## src/design/fir_decimator_assert.svh

```systemverilog
// assertion macros shared by the fir decimator modules
// expects clk_i and rst_ni in the scope of each use
`ifndef FIR_DECIMATOR_ASSERT_SVH
`define FIR_DECIMATOR_ASSERT_SVH

// same-cycle implication, disabled while in reset
`define FDEC_ASSERT_NOW(lbl, ante, cons, msg) \
  lbl: assert property (@(posedge clk_i) disable iff (!rst_ni) (ante) |-> (cons)) \
    else $error(msg);

// next-cycle implication, disabled while in reset
`define FDEC_ASSERT_NEXT(lbl, ante, cons, msg) \
  lbl: assert property (@(posedge clk_i) disable iff (!rst_ni) (ante) |=> (cons)) \
    else $error(msg);

`endif

```

## src/design/fdec_pkg.sv

```systemverilog
// types and constants shared by the fir decimator modules
// no dependencies
package fdec_pkg;

  // configuration port
  localparam int CFG_IDX_W  = 2;
  localparam int CFG_DATA_W = 16;

  localparam logic [CFG_IDX_W-1:0] REG_DECIM     = 2'd0;
  localparam logic [CFG_IDX_W-1:0] REG_NUM_TAPS  = 2'd1;
  localparam logic [CFG_IDX_W-1:0] REG_COEF_ADDR = 2'd2;
  localparam logic [CFG_IDX_W-1:0] REG_COEF_DATA = 2'd3;

  // register field widths
  localparam int DECIM_W = 7;
  localparam int NTAPS_W = 7;
  localparam int ADDR_W  = 6;
  localparam int PHASE_W = 6;
  localparam int COEF_W  = 16;

  localparam logic [DECIM_W-1:0] DECIM_MIN = 7'd1;
  localparam logic [DECIM_W-1:0] DECIM_MAX = 7'd64;
  localparam logic [DECIM_W-1:0] DECIM_RST = 7'd6;
  localparam int                 NTAPS_RST = 20;

  // controller states
  typedef enum logic [1:0] {
    ST_IDLE,
    ST_MAC,
    ST_FLUSH
  } fdec_state_e;

  // controller to datapath
  typedef struct packed {
    logic accept;
    logic mac_start;
    logic issue;
    logic out_load;
    logic cfg_we;
  } fdec_cmd_t;

  // datapath to controller
  typedef struct packed {
    logic phase_zero;
    logic last_tap;
    logic pipe_busy;
    logic out_free;
  } fdec_status_t;

endpackage

```

## src/design/fdec_ram.sv

```systemverilog
// generic single write port, single read port ram with registered read
// no dependencies
module fdec_ram #(
  parameter int WIDTH = 16,
  parameter int DEPTH = 64
) (
  input  logic                     clk_i,
  input  logic                     we_i,
  input  logic [$clog2(DEPTH)-1:0] waddr_i,
  input  logic [WIDTH-1:0]         wdata_i,
  input  logic [$clog2(DEPTH)-1:0] raddr_i,
  output logic [WIDTH-1:0]         rdata_o
);

  logic [WIDTH-1:0] mem_q [DEPTH];
  logic [WIDTH-1:0] rdata_q;

  // write port
  always_ff @(posedge clk_i) begin
    if (we_i) begin
      mem_q[waddr_i] <= wdata_i;
    end
  end

  // registered read port
  always_ff @(posedge clk_i) begin
    rdata_q <= mem_q[raddr_i];
  end

  assign rdata_o = rdata_q;

endmodule

```

## src/design/fdec_ctrl.sv

```systemverilog
// sequencer of the fir decimator: input/config handshakes and mac run control
// depends on fdec_pkg and fir_decimator_assert.svh
`include "fir_decimator_assert.svh"

module fdec_ctrl (
  input  logic                  clk_i,
  input  logic                  rst_ni,
  input  logic                  in_valid_i,
  output logic                  in_stall_o,
  input  logic                  cfg_valid_i,
  output logic                  cfg_ready_o,
  input  fdec_pkg::fdec_status_t status_i,
  output fdec_pkg::fdec_cmd_t    cmd_o
);
  import fdec_pkg::*;

  fdec_state_e state_q, state_d;
  logic        idle;

  assign idle = (state_q == ST_IDLE);

  // next state
  always_comb begin
    state_d = state_q;
    unique case (state_q)
      ST_IDLE: begin
        if (in_valid_i && status_i.phase_zero) begin
          state_d = ST_MAC;
        end
      end
      ST_MAC: begin
        if (status_i.last_tap) begin
          state_d = ST_FLUSH;
        end
      end
      ST_FLUSH: begin
        if (!status_i.pipe_busy && status_i.out_free) begin
          state_d = ST_IDLE;
        end
      end
      default: begin
        state_d = ST_IDLE;
      end
    endcase
  end

  // outputs and datapath commands
  // an offered sample goes first, so a register write never meets a sample transfer
  always_comb begin
    in_stall_o      = !idle;
    cfg_ready_o     = idle && !in_valid_i;
    cmd_o           = '0;
    cmd_o.accept    = idle && in_valid_i;
    cmd_o.mac_start = idle && in_valid_i && status_i.phase_zero;
    cmd_o.cfg_we    = idle && cfg_valid_i && !in_valid_i;
    cmd_o.issue     = (state_q == ST_MAC);
    cmd_o.out_load  = (state_q == ST_FLUSH) && !status_i.pipe_busy && status_i.out_free;
  end

  // state register
  always_ff @(posedge clk_i or negedge rst_ni) begin
    if (!rst_ni) begin
      state_q <= ST_IDLE;
    end else begin
      state_q <= state_d;
    end
  end

  // checks
  `FDEC_ASSERT_NEXT(a_mac_entry, cmd_o.mac_start, state_q == ST_MAC, "mac run did not start")
  `FDEC_ASSERT_NOW(a_busy_stalls, status_i.pipe_busy, in_stall_o, "input taken during mac run")
  `FDEC_ASSERT_NOW(a_cfg_quiet, cmd_o.cfg_we, !status_i.pipe_busy, "config write during mac run")
  `FDEC_ASSERT_NEXT(a_load_frees, cmd_o.out_load, !in_stall_o, "input not freed after result")

endmodule

```

## src/design/fdec_datapath.sv

```systemverilog
// fir decimator datapath: config registers, delay line and coefficient rams,
// shared multiply-accumulate, saturation and output register
// depends on fdec_pkg, fdec_ram and fir_decimator_assert.svh
`include "fir_decimator_assert.svh"

module fdec_datapath #(
  parameter int MAX_TAPS       = 64,
  parameter int SAMPLE_BITS    = 16,
  parameter int COEF_FRAC_BITS = 15
) (
  input  logic                           clk_i,
  input  logic                           rst_ni,
  input  fdec_pkg::fdec_cmd_t             cmd_i,
  output fdec_pkg::fdec_status_t          status_o,
  input  logic [fdec_pkg::CFG_IDX_W-1:0]  cfg_index_i,
  input  logic [fdec_pkg::CFG_DATA_W-1:0] cfg_data_i,
  input  logic [SAMPLE_BITS-1:0]          sample_i,
  output logic                           out_valid_o,
  input  logic                           out_stall_i,
  output logic [SAMPLE_BITS-1:0]          filtered_sample_o
);
  import fdec_pkg::*;

  localparam int TAP_AW = $clog2(MAX_TAPS);
  localparam int CNT_W  = $clog2(MAX_TAPS + 1);
  localparam int PROD_W = SAMPLE_BITS + COEF_W;
  localparam int ACC_W  = PROD_W + TAP_AW;
  localparam int NTAPS_RST_CL = (NTAPS_RST > MAX_TAPS) ? MAX_TAPS : NTAPS_RST;
  localparam logic signed [ACC_W-1:0] SAT_HI = ACC_W'((1 <<< (SAMPLE_BITS - 1)) - 1);
  localparam logic signed [ACC_W-1:0] SAT_LO = ACC_W'(-(1 <<< (SAMPLE_BITS - 1)));

  // configuration state
  logic [DECIM_W-1:0] decim_q;
  logic [CNT_W-1:0]   ntaps_q;
  logic [ADDR_W-1:0]  coef_addr_q;

  // filter state
  logic [TAP_AW-1:0]  wp_q;
  logic [PHASE_W-1:0] phase_q;
  logic [MAX_TAPS-1:0] dly_vld_q;
  logic [MAX_TAPS-1:0] coef_vld_q;

  // mac pipeline
  logic [TAP_AW-1:0]        rd_ptr_q, coef_ptr_q;
  logic                     v1_q, v2_q, dvld_q, cvld_q;
  logic signed [PROD_W-1:0] prod_q;
  logic signed [ACC_W-1:0]  acc_q;

  // output register
  logic                   out_valid_q;
  logic [SAMPLE_BITS-1:0] out_data_q;

  // ram read data
  logic [SAMPLE_BITS-1:0] dly_rdata;
  logic [COEF_W-1:0]      coef_rdata;

  // config decode
  logic dec_we, ntaps_we, addr_we, coef_we, coef_ram_we, line_clear;
  logic [DECIM_W-1:0] decim_wr, decim_cl;
  logic [NTAPS_W-1:0] ntaps_wr;
  logic [CNT_W-1:0]   ntaps_cl;

  always_comb begin
    dec_we   = 1'b0;
    ntaps_we = 1'b0;
    addr_we  = 1'b0;
    coef_we  = 1'b0;
    if (cmd_i.cfg_we) begin
      unique case (cfg_index_i)
        REG_DECIM:     dec_we   = 1'b1;
        REG_NUM_TAPS:  ntaps_we = 1'b1;
        REG_COEF_ADDR: addr_we  = 1'b1;
        REG_COEF_DATA: coef_we  = 1'b1;
        default: begin
          dec_we = 1'b0;
        end
      endcase
    end
    coef_ram_we = coef_we && (32'(coef_addr_q) < MAX_TAPS);
    line_clear  = ntaps_we || coef_we;
  end

  // clamp written values into range
  always_comb begin
    decim_wr = cfg_data_i[DECIM_W-1:0];
    ntaps_wr = cfg_data_i[NTAPS_W-1:0];
    if (decim_wr < DECIM_MIN) begin
      decim_cl = DECIM_MIN;
    end else if (decim_wr > DECIM_MAX) begin
      decim_cl = DECIM_MAX;
    end else begin
      decim_cl = decim_wr;
    end
    if (ntaps_wr == '0) begin
      ntaps_cl = CNT_W'(1);
    end else if (32'(ntaps_wr) > MAX_TAPS) begin
      ntaps_cl = CNT_W'(MAX_TAPS);
    end else begin
      ntaps_cl = CNT_W'(ntaps_wr);
    end
  end

  // pointer and phase stepping
  logic [TAP_AW-1:0]  wp_eff, wp_step, rd_ptr_nxt;
  logic [DECIM_W-1:0] phase_inc;
  logic [PHASE_W-1:0] phase_nxt;

  always_comb begin
    wp_eff    = (CNT_W'(wp_q) < ntaps_q) ? wp_q : '0;
    wp_step   = (wp_eff == '0) ? TAP_AW'(ntaps_q - CNT_W'(1)) : wp_eff - TAP_AW'(1);
    phase_inc = DECIM_W'(phase_q) + DECIM_W'(1);
    phase_nxt = (phase_inc >= decim_q) ? '0 : phase_inc[PHASE_W-1:0];
    rd_ptr_nxt = (CNT_W'(rd_ptr_q) == ntaps_q - CNT_W'(1)) ? '0 : rd_ptr_q + TAP_AW'(1);
  end

  // configuration registers
  always_ff @(posedge clk_i or negedge rst_ni) begin
    if (!rst_ni) begin
      decim_q     <= DECIM_RST;
      ntaps_q     <= CNT_W'(NTAPS_RST_CL);
      coef_addr_q <= '0;
    end else begin
      if (dec_we) begin
        decim_q <= decim_cl;
      end
      if (ntaps_we) begin
        ntaps_q <= ntaps_cl;
      end
      if (addr_we) begin
        coef_addr_q <= cfg_data_i[ADDR_W-1:0];
      end
    end
  end

  // delay line pointer, phase and valid bits
  always_ff @(posedge clk_i or negedge rst_ni) begin
    if (!rst_ni) begin
      wp_q       <= '0;
      phase_q    <= '0;
      dly_vld_q  <= '0;
      coef_vld_q <= '0;
    end else begin
      if (line_clear) begin
        wp_q      <= '0;
        dly_vld_q <= '0;
      end else if (cmd_i.accept) begin
        wp_q              <= wp_step;
        dly_vld_q[wp_eff] <= 1'b1;
      end
      if (cmd_i.accept) begin
        phase_q <= phase_nxt;
      end
      if (coef_ram_we) begin
        coef_vld_q[TAP_AW'(coef_addr_q)] <= 1'b1;
      end
    end
  end

  // tap walk: newest-to-oldest data against coefficients from the top down
  always_ff @(posedge clk_i or negedge rst_ni) begin
    if (!rst_ni) begin
      rd_ptr_q   <= '0;
      coef_ptr_q <= '0;
      v1_q       <= 1'b0;
      v2_q       <= 1'b0;
    end else begin
      if (cmd_i.mac_start) begin
        rd_ptr_q   <= wp_eff;
        coef_ptr_q <= TAP_AW'(ntaps_q - CNT_W'(1));
      end else if (cmd_i.issue) begin
        rd_ptr_q   <= rd_ptr_nxt;
        coef_ptr_q <= coef_ptr_q - TAP_AW'(1);
      end
      v1_q <= cmd_i.issue;
      v2_q <= v1_q;
    end
  end

  // multiply and accumulate stages
  logic signed [SAMPLE_BITS-1:0] mul_a;
  logic signed [COEF_W-1:0]      mul_b;

  assign mul_a = dvld_q ? signed'(dly_rdata) : '0;
  assign mul_b = cvld_q ? signed'(coef_rdata) : '0;

  always_ff @(posedge clk_i) begin
    dvld_q <= dly_vld_q[rd_ptr_q];
    cvld_q <= coef_vld_q[coef_ptr_q];
    prod_q <= mul_a * mul_b;
    if (cmd_i.mac_start) begin
      acc_q <= '0;
    end else if (v2_q) begin
      acc_q <= acc_q + ACC_W'(prod_q);
    end
  end

  // scale down and saturate
  logic signed [ACC_W-1:0]  acc_sh;
  logic [SAMPLE_BITS-1:0]   sat_val;

  always_comb begin
    acc_sh = acc_q >>> COEF_FRAC_BITS;
    if (acc_sh > SAT_HI) begin
      sat_val = SAT_HI[SAMPLE_BITS-1:0];
    end else if (acc_sh < SAT_LO) begin
      sat_val = SAT_LO[SAMPLE_BITS-1:0];
    end else begin
      sat_val = acc_sh[SAMPLE_BITS-1:0];
    end
  end

  // output register
  always_ff @(posedge clk_i or negedge rst_ni) begin
    if (!rst_ni) begin
      out_valid_q <= 1'b0;
    end else if (cmd_i.out_load) begin
      out_valid_q <= 1'b1;
    end else if (!out_stall_i) begin
      out_valid_q <= 1'b0;
    end
  end

  always_ff @(posedge clk_i) begin
    if (cmd_i.out_load) begin
      out_data_q <= sat_val;
    end
  end

  assign out_valid_o       = out_valid_q;
  assign filtered_sample_o = out_data_q;

  // rams
  fdec_ram #(
    .WIDTH(SAMPLE_BITS),
    .DEPTH(MAX_TAPS)
  ) u_dly_ram (
    .clk_i  (clk_i),
    .we_i   (cmd_i.accept),
    .waddr_i(wp_eff),
    .wdata_i(sample_i),
    .raddr_i(rd_ptr_q),
    .rdata_o(dly_rdata)
  );

  fdec_ram #(
    .WIDTH(COEF_W),
    .DEPTH(MAX_TAPS)
  ) u_coef_ram (
    .clk_i  (clk_i),
    .we_i   (coef_ram_we),
    .waddr_i(TAP_AW'(coef_addr_q)),
    .wdata_i(cfg_data_i[COEF_W-1:0]),
    .raddr_i(coef_ptr_q),
    .rdata_o(coef_rdata)
  );

  // status to controller
  always_comb begin
    status_o            = '0;
    status_o.phase_zero = (phase_q == '0);
    status_o.last_tap   = (coef_ptr_q == '0);
    status_o.pipe_busy  = v1_q || v2_q;
    status_o.out_free   = !out_valid_q || !out_stall_i;
  end

  // checks
  `FDEC_ASSERT_NOW(a_wp_range, 1'b1, CNT_W'(wp_q) < ntaps_q, "write pointer beyond tap count")
  `FDEC_ASSERT_NOW(a_start_empty, cmd_i.mac_start, !v1_q && !v2_q, "mac start with busy pipe")
  `FDEC_ASSERT_NOW(a_load_free, cmd_i.out_load, !out_valid_q || !out_stall_i, "result overwritten")

endmodule

```

## src/design/fir_decimator.sv

```systemverilog
// channel   | signals                                   | transfer when
// ----------+-------------------------------------------+--------------------------
// input     | in_valid_i, in_stall_o, sample_i          | in_valid_i & !in_stall_o
// output    | out_valid_o, out_stall_i, filtered_sample_o | out_valid_o & !out_stall_i
// config    | cfg_valid_i, cfg_ready_o, cfg_index_i, cfg_data_i | cfg_valid_i & cfg_ready_o
//
// a sample that yields no result is taken without a stall; a sample that yields a result
// holds the input stalled through the mac run and flush, bound by the one shared multiply-accumulate
// that walks the taps one per cycle through the delay line and coefficient rams.
// reset clears control state and the per-entry valid bits at once: no clearing pass.
// the output register lets a result wait under out_stall_i while new samples are taken;
// a finished sum holds the input stalled only while that register is still full.
// depends on fdec_pkg, fdec_ctrl and fdec_datapath
module fir_decimator #(
  parameter int MAX_TAPS       = 64,
  parameter int SAMPLE_BITS    = 16,
  parameter int COEF_FRAC_BITS = 15
) (
  input  logic                           clk_i,
  input  logic                           rst_ni,
  input  logic                           in_valid_i,
  output logic                           in_stall_o,
  input  logic [SAMPLE_BITS-1:0]          sample_i,
  output logic                           out_valid_o,
  input  logic                           out_stall_i,
  output logic [SAMPLE_BITS-1:0]          filtered_sample_o,
  input  logic                           cfg_valid_i,
  output logic                           cfg_ready_o,
  input  logic [fdec_pkg::CFG_IDX_W-1:0]  cfg_index_i,
  input  logic [fdec_pkg::CFG_DATA_W-1:0] cfg_data_i
);
  import fdec_pkg::*;

  fdec_cmd_t    cmd;
  fdec_status_t status;

  // sequencer
  fdec_ctrl u_ctrl (
    .clk_i      (clk_i),
    .rst_ni     (rst_ni),
    .in_valid_i (in_valid_i),
    .in_stall_o (in_stall_o),
    .cfg_valid_i(cfg_valid_i),
    .cfg_ready_o(cfg_ready_o),
    .status_i   (status),
    .cmd_o      (cmd)
  );

  // filter datapath
  fdec_datapath #(
    .MAX_TAPS      (MAX_TAPS),
    .SAMPLE_BITS   (SAMPLE_BITS),
    .COEF_FRAC_BITS(COEF_FRAC_BITS)
  ) u_datapath (
    .clk_i            (clk_i),
    .rst_ni           (rst_ni),
    .cmd_i            (cmd),
    .status_o         (status),
    .cfg_index_i      (cfg_index_i),
    .cfg_data_i       (cfg_data_i),
    .sample_i         (sample_i),
    .out_valid_o      (out_valid_o),
    .out_stall_i      (out_stall_i),
    .filtered_sample_o(filtered_sample_o)
  );

endmodule

```

## config.mk

```make
export PLATFORM = sky130hd
export DESIGN_NAME = fir_decimator
export DESIGN_NICKNAME = d
export VERILOG_FILES = /design/src/design/fdec_pkg.sv /design/src/design/fdec_ram.sv /design/src/design/fdec_ctrl.sv /design/src/design/fdec_datapath.sv /design/src/design/fir_decimator.sv
export VERILOG_INCLUDE_DIRS = /design/src /design/src/design
export SDC_FILE = /design/constraint.sdc
export NUM_CORES = 2
export LEC_CHECK = 0
export BUFFER_PORTS_ARGS = -buffer_cell sky130_fd_sc_hd__buf_4
export CAP_MARGIN = 0
export CORE_MARGIN = 2
export CORE_UTILIZATION = 50
export DETAILED_ROUTE_END_ITERATION = 10
export MAX_ROUTING_LAYER = met4
export PLACE_DENSITY = 0.68
export SETUP_SLACK_MARGIN = 0.05
export SYNTH_ARGS = -nofsm -noshare
export SYNTH_HDL_FRONTEND = slang
export SYNTH_SLANG_ARGS = --single-unit
export TNS_END_PERCENT = 50
```

## constraint.sdc

```tcl
create_clock -name clk_i -period 6.7 [get_ports clk_i]
set_clock_uncertainty 0.15 [all_clocks]
set_input_delay 0.67 -clock clk_i [delete_from_list [all_inputs] [get_ports clk_i]]
set_output_delay 0.67 -clock clk_i [all_outputs]
set_load 0.05 [all_outputs]
```

### After elaboration in Yosys (flattened, before gate mapping)

Memory sizes are Yosys's and may differ from the RTL's. A register that Yosys moved wholly into a read port is not among the register bits.
Index checks and enable logic that the tools add are counted.

| operators by class | value |
|---|---|
| $add $sub $neg | 6 |
| $mul | 1 |
| $lt $le $gt $ge | 13 |
| equal/unequal tests | 10 |
| muxes and demuxes | 45 |
| bitwise logic cells | 2 |
| reductions and logical operators | 28 |

Operators with widths:

| operator | number |
|---|---|
| $mux 64 | 2 |
| $or 64x64->64 | 2 |
| $mux 6 | 10 |
| $mux 16 | 3 |
| $add 38x32->38 | 1 |
| $mul 16x16->32 | 1 |
| $lt 6x7->1 const B | 4 |
| $mux 7 | 4 |
| $gt 23x16->1 const B | 1 |
| $lt 23x16->1 const B | 1 |
| $logic_not 6->1 | 3 |
| $mux 1 | 18 |
| $gt 7x7->1 const B | 2 |
| $bmux 1 s6 | 2 |
| $demux 1 s6 | 2 |
| $ge 6x1->1 const B | 2 |
| $sub 6x1->6 const B | 2 |
| $logic_and 1x1->1 | 11 |
| $add 6x1->7 const B | 1 |
| $eq 6x7->1 | 1 |
| $ge 7x7->1 | 1 |
| $logic_not 7->1 | 1 |
| $lt 6x7->1 | 1 |
| $lt 7x1->1 const B | 1 |
| other kinds (13) | 28 |

| storage, ports and cells | value |
|---|---|
| register bits | 265 |
| memory bits (writable) | 2048 |
| input port bits | 39 |
| output and inout port bits | 19 |
| word-level logic and storage cells | 125 |
| memories | 2 |

Memories:

| memory | words | bits a word | rd ports | clocked after memory_dff | write ports | RTL line | source |
|---|---|---|---|---|---|---|---|
| u_datapath.u_coef_ram.mem_q | 64 | 16 | 1 | 1 | 1 | fdec_ram.sv:15 | `logic [WIDTH-1:0] mem_q [DEPTH];` |
| u_datapath.u_dly_ram.mem_q | 64 | 16 | 1 | 1 | 1 | fdec_ram.sv:15 |  |

### Longest topological paths before layout

| logic depth | value |
|---|---|
| depth after elaboration | 9 |
| depth in mapped cells | 26 |
| mapped depth without buffers | 24 |

### Cells and area by module

Synthesis repeated with hierarchy kept, for this count alone.

| second synthesis, totals | value |
|---|---|
| cell total of the unflattened synthesis | 6114 |
| area total of the unflattened synthesis | 103390.4 sq um |

Modules (own cells, without submodules):

| module | instances | cells each | area an instance (sq um) | sequential area each (sq um) |
|---|---|---|---|---|
| fdec_ram | 2 | 1829 | 40042.2 | 31069.8 |
| fdec_datapath | 1 | 2439 | 23147.2 | 6306.0 |
| fdec_ctrl | 1 | 17 | 158.9 | 50.0 |

### Worst setup path before layout

No wires, ideal clock.

| timing | value |
|---|---|
| kind | flip-flop to flip-flop |
| from | reg u_datapath.dvld_q |
| to | reg u_datapath.prod_q[31] |
| library setup time | 72 ps |
| arrival time | 6452 ps |
| data required time | 6478 ps |
| path slack | 26 ps |
| stages on the path, launching flop included | 23 |
| buffers on the path | 2 |
| clock period less this slack | 6674 ps |
| cell sequence | dfxtp_1 clkbuf_1 buf_1 nand2_1 nor2_1 fa_1 fa_1 fa_1 fa_1 fa_1 inv_1 fa_1 inv_1 ha_1 o21a_1 o21ai_0 a22oi_1 o21ai_0 nand2b_1 a2111o_1 a31o_2 a21oi_1 xnor2_1 |

| on the way | value |
|---|---|
| word-level cells in the longest chain between the ends | 2 |

RTL lines:

| what | RTL line | source |
|---|---|---|
| start: declaration | fdec_datapath.sv:45 | `logic v1_q, v2_q, dvld_q, cvld_q;` |
| start signal: assignment | fdec_datapath.sv:187 | `dvld_q <= dly_vld_q[rd_ptr_q];` |
| $mux 16 | fdec_datapath.sv:183 | `assign mul_a = dvld_q ? signed'(dly_rdata) : '0;` |
| $mul 16x16->32 | fdec_datapath.sv:189 | `prod_q <= mul_a * mul_b;` |
| end signal: assignment | fdec_datapath.sv:189 |  |
| end: declaration | fdec_datapath.sv:46 | `logic signed [PROD_W-1:0] prod_q;` |

No other way between the ends.
A chain may end at the register's enable or synchronous reset.

### Worst setup path in the final report

| timing | value |
|---|---|
| from | reg u_datapath.cvld_q |
| to | reg u_datapath.prod_q[25] |

| on the way | value |
|---|---|
| word-level cells in the longest chain between the ends | 2 |

RTL lines:

| what | RTL line | source |
|---|---|---|
| start: declaration | fdec_datapath.sv:45 |  |
| start signal: assignment | fdec_datapath.sv:188 | `cvld_q <= coef_vld_q[coef_ptr_q];` |
| $mux 16 | fdec_datapath.sv:184 | `assign mul_b = cvld_q ? signed'(coef_rdata) : '0;` |
| $mul 16x16->32 | fdec_datapath.sv:189 |  |

No other way between the ends.

==> results.cfg <==
[outcome]
run_status = completed

[detailed_routing]
route.met3.wl_um = 16800
routed.top_layer = met4
vias = 51400
met2WireLength_um = 116000
wl_met1_um = 101000
wl_um = 240000
post-route-drc-count = 0
drt_pass1_iterations = 7
vias_per_cell = 6.00
detail_route.wl_per_cell_um = 28.0
drt-initial-drc-count = 5401
drtAntennaViolNets = 0

[cells_and_area]
layout-drive-gt1-share_pct = 27.1
most_common_cell_after_layout_fill_and_taps_aside = sky130_fd_sc_hd__edfxtp_1
post_layout_nets = 6124
area.growth.synth_to_final_pct = 12.8
n_fill_cell = 15000
non_filler_cells_final = 8569
layout_common_cells = sky130_fd_sc_hd__edfxtp_1, sky130_fd_sc_hd__mux4_2, sky130_fd_sc_hd__inv_1

[clock_tree]
tritoncts_num_sinks = 2345
h_tree_depth_reported_by_cts = 4
cts_tree = yes
cts-root-to-sink-buffers = 3
cts_inserted_buffers = 229
clock_latency_on_the_worst_skew_pair_ns = 0.91
cts_root_buf = sky130_fd_sc_hd__clkbuf_16
path_clk_slew_ns = 0.07

[global_route]
grt_remaining_overflow = 0
initial_antenna_violation_count = 10
pin_count_of_the_biggest_net_entering_global_routing = 94
grt_first_pass_wirelength_um = 354000
grt_pass1_vias = 52300
groute.usage.overall_pct = 24.3

[worst_hold_path]
classification_of_the_worst_slack_hold_path = in2reg

[worst_setup_path]
arrival_time_reported_for_the_critical_path_endpoint_ns = 7.10
worst-setup-path-type = reg2reg
timing.critical_path.required_ns = 7.33
crit_fanout = 8
worst_setup_path_end_kind = flop
critical_path.startpoint_type = flop

[synthesis]
syn-cell-area_mm2 = 0.101
synth_async_sr_flop_share_pct = 7.55
syn_area_per_cell_um2 = 18.7
seq_area_frac_synth_pct = 67.7
synth.ff_latch_count = 2345
postSynth.topFlopCell = sky130_fd_sc_hd__edfxtp_1
synth_edf_count = 2064
synth_fp_nets = 5844
yosysUniqueCellTypes = 82
netlist_instances = 5404
yosysWarnings = 0

[timing]
max_slew_margin_pct = 16.9
timing.final.hold_violations = 0
post_route_minimum_period_ns = 6.47
hold_slack_ns = 0.127
least_setup_slack_across_all_paths_after_layout_ns = 0.235
worst_slew_pin_slew_ns = 1.25
maximum_clock_frequency_mhz = 155
rsz0062_at_grt = no
report.final.setup_viol = 0
timing.final.crit_share_pct = 96.5
report.final.slew_viol_count = 0

[placement]
dpl.cell_count = 8113
place_congestion = 0.927
port_buffers = 57
dpl.hpwl_um = 143000
dp_worst_setup_slack_ns = -0.110

[floorplan]
fp.dieH_um = 454
ioPinCount = 58
fp-row-count = 165
coreArea_mm2 = 0.202
die_x_um = 454
die_area_mm2 = 0.206
start_util_pct = 50.2

[pwr]
total_power_density_per_cell_area_mw_per_mm2 = 374
cellLeakagePower_uw = 0.0401
peakVddDrop_v = 0.000346
post-layout-total-power_uw = 42600

[job]
drv_cap = 0
[state kept, by name (all words and copies together), names as in the netlist]
signal / count
u_datapath.rd_ptr_q: 6
u_datapath.acc_q: 38
u_datapath.phase_q: 6
u_datapath.u_dly_ram.mem_q: 1024
u_ctrl.state_q: 2
u_datapath.u_dly_ram.rdata_o: 16
u_datapath.u_coef_ram.rdata_o: 16
u_datapath.filtered_sample_o: 16
u_datapath.u_coef_ram.mem_q: 1024
u_datapath.dvld_q: 1
u_datapath.prod_q: 32
u_datapath.coef_ptr_q: 6
u_datapath.coef_addr_q: 6
u_datapath.v1_q: 1
u_datapath.out_valid_o: 1
u_datapath.coef_vld_q: 64
u_datapath.ntaps_q: 7
u_datapath.wp_q: 6
u_datapath.dly_vld_q: 64
u_datapath.decim_q: 7
u_datapath.v2_q: 1
u_datapath.cvld_q: 1
[layout make-up]
class | count | area, µm² | area share [%]
clock inverter | 160 | 1730 | 1.52
timing repair buffer | 305 | 2490 | 2.18
tap | 2672 | 3340 | 2.93
antenna | 7 | 17.5 | 0.0154
sequential | 2345 | 68500 | 60.1
clock buffer | 277 | 6000 | 5.26
inverter | 324 | 1220 | 1.07
multi-input combinational | 2479 | 30800 | 27.0
[power breakdown]
group | switching (µW) | leakage, µW | internal [µW] | total (µW)
sequential | 926 | 0.0218 | 16600 | 17500
combinational | 6530 | 0.0145 | 5620 | 12100
clock | 5580 | 0.00376 | 7430 | 13000
[worst max-delay path, stage by stage (launching register included)]
cell,delay (ns)
sky130_fd_sc_hd__dfxtp_4,0.41
sky130_fd_sc_hd__buf_4,0.17
sky130_fd_sc_hd__and2_4,0.17
sky130_fd_sc_hd__buf_6,0.12
sky130_fd_sc_hd__buf_4,0.10
sky130_fd_sc_hd__nand2_1,0.05
sky130_fd_sc_hd__fa_1,0.48
sky130_fd_sc_hd__inv_1,0.05
sky130_fd_sc_hd__fa_1,0.48
sky130_fd_sc_hd__fa_1,0.65
sky130_fd_sc_hd__fa_1,0.46
sky130_fd_sc_hd__fa_1,0.50
sky130_fd_sc_hd__inv_1,0.05
sky130_fd_sc_hd__fa_1,0.47
sky130_fd_sc_hd__inv_1,0.04
sky130_fd_sc_hd__ha_1,0.37
sky130_fd_sc_hd__nand4_1,0.15
sky130_fd_sc_hd__o21ai_0,0.25
sky130_fd_sc_hd__a21oi_2,0.08
sky130_fd_sc_hd__o21ai_2,0.19
sky130_fd_sc_hd__buf_4,0.17
sky130_fd_sc_hd__a31oi_1,0.12
sky130_fd_sc_hd__o21ai_0,0.17
sky130_fd_sc_hd__a21boi_0,0.28
sky130_fd_sc_hd__xor2_1,0.20
[cells in the mapped netlist (8+ instances only)]
cell type	n	share of area, %
sky130_fd_sc_hd__a21oi_1	73	0.36
sky130_fd_sc_hd__and2_1	26	0.16
sky130_fd_sc_hd__nor2_1	339	1.3
sky130_fd_sc_hd__nor2b_1	9	0.056
sky130_fd_sc_hd__dfxtp_1	104	2.1
sky130_fd_sc_hd__mux2_2	28	0.31
sky130_fd_sc_hd__a21o_1	46	0.34
sky130_fd_sc_hd__or2_2	66	0.41
sky130_fd_sc_hd__dfrtp_1	173	4.3
sky130_fd_sc_hd__a221oi_1	9	0.078
sky130_fd_sc_hd__mux2i_1	69	0.68
sky130_fd_sc_hd__xor2_1	26	0.23
sky130_fd_sc_hd__o21ai_1	8	0.040
sky130_fd_sc_hd__nor3_1	20	0.099
sky130_fd_sc_hd__xnor2_1	57	0.49
sky130_fd_sc_hd__o21ai_0	78	0.39
sky130_fd_sc_hd__buf_2	59	0.29
sky130_fd_sc_hd__a22oi_1	8	0.059
sky130_fd_sc_hd__ha_1	138	1.7
sky130_fd_sc_hd__fa_1	263	5.2
sky130_fd_sc_hd__and3_1	15	0.093
sky130_fd_sc_hd__o21a_1	83	0.62
sky130_fd_sc_hd__nand2b_1	32	0.20
sky130_fd_sc_hd__mux4_2	677	15
sky130_fd_sc_hd__edfxtp_1	2064	61
sky130_fd_sc_hd__inv_1	323	1.2
sky130_fd_sc_hd__or3_1	9	0.056
sky130_fd_sc_hd__clkbuf_1	163	0.60
sky130_fd_sc_hd__nand3_1	52	0.26
sky130_fd_sc_hd__nand4_1	11	0.068
sky130_fd_sc_hd__buf_1	28	0.10
sky130_fd_sc_hd__nand2_1	215	0.80
[final timing paths]
path	to	depth (start not counted)	startpoint	slack [ns]
worst max-delay path	u_datapath.prod_q[25]	24	u_datapath.cvld_q	0.23
worst min-delay path	u_datapath.decim_q[1]	3	cfg_index_i[0]	0.13
worst max register to register	u_datapath.prod_q[25]	24	u_datapath.cvld_q	0.23
worst min register to register	u_datapath.v2_q	0	u_datapath.v1_q	0.29
max in group asynchronous	u_datapath.rd_ptr_q[0]	3	rst_ni	4.83
min in group asynchronous	u_datapath.coef_vld_q[38]	2	rst_ni	0.17
[metal layers]
layer	up-vias	global-route usage [%]
li1	21600	-
met1	27500	34.3
met2	1977	37.5
met3	345	3.80
met4	0	6.38
met5	-	-
[metrics by stage]
| stage | TNS (ns) | util (%) | instance area, µm² |
|---|---|---|---|
| after floorplan | 0 | - | 101000 |
| after global placement | 0 | 52.6 | 106000 |
| after detailed placement | -0.115 | 52.6 | 106000 |
| after CTS | 0 | 56.5 | 114000 |
| after global routing | 0 | 56.6 | 114000 |
| final | 0 | 56.6 | 114000 |
[cells by family after synthesis]
logic type                 count (synthesis)  share of synthesized area [%]
buffers and inverters                    580                           2.25
xor gates and xnor gates                  83                          0.718
DFF                                     2345                           67.7
and+or+nand+nor                          837                           3.83
adders and majority gates                401                           6.91
AOI/OAI and AO/OA                        384                           2.56
muxes                                    774                           16.1
[timing repair]
item,4_1_cts,5_1_grt
cloned,0,2
setup buffers,0,8
hold endpoints to repair,59,0
setup endpoints to repair,4,4
pin swaps,2,11
gates resized for setup,6,52
hold buffers,2,0
Power figures use the tool's default switching activity.
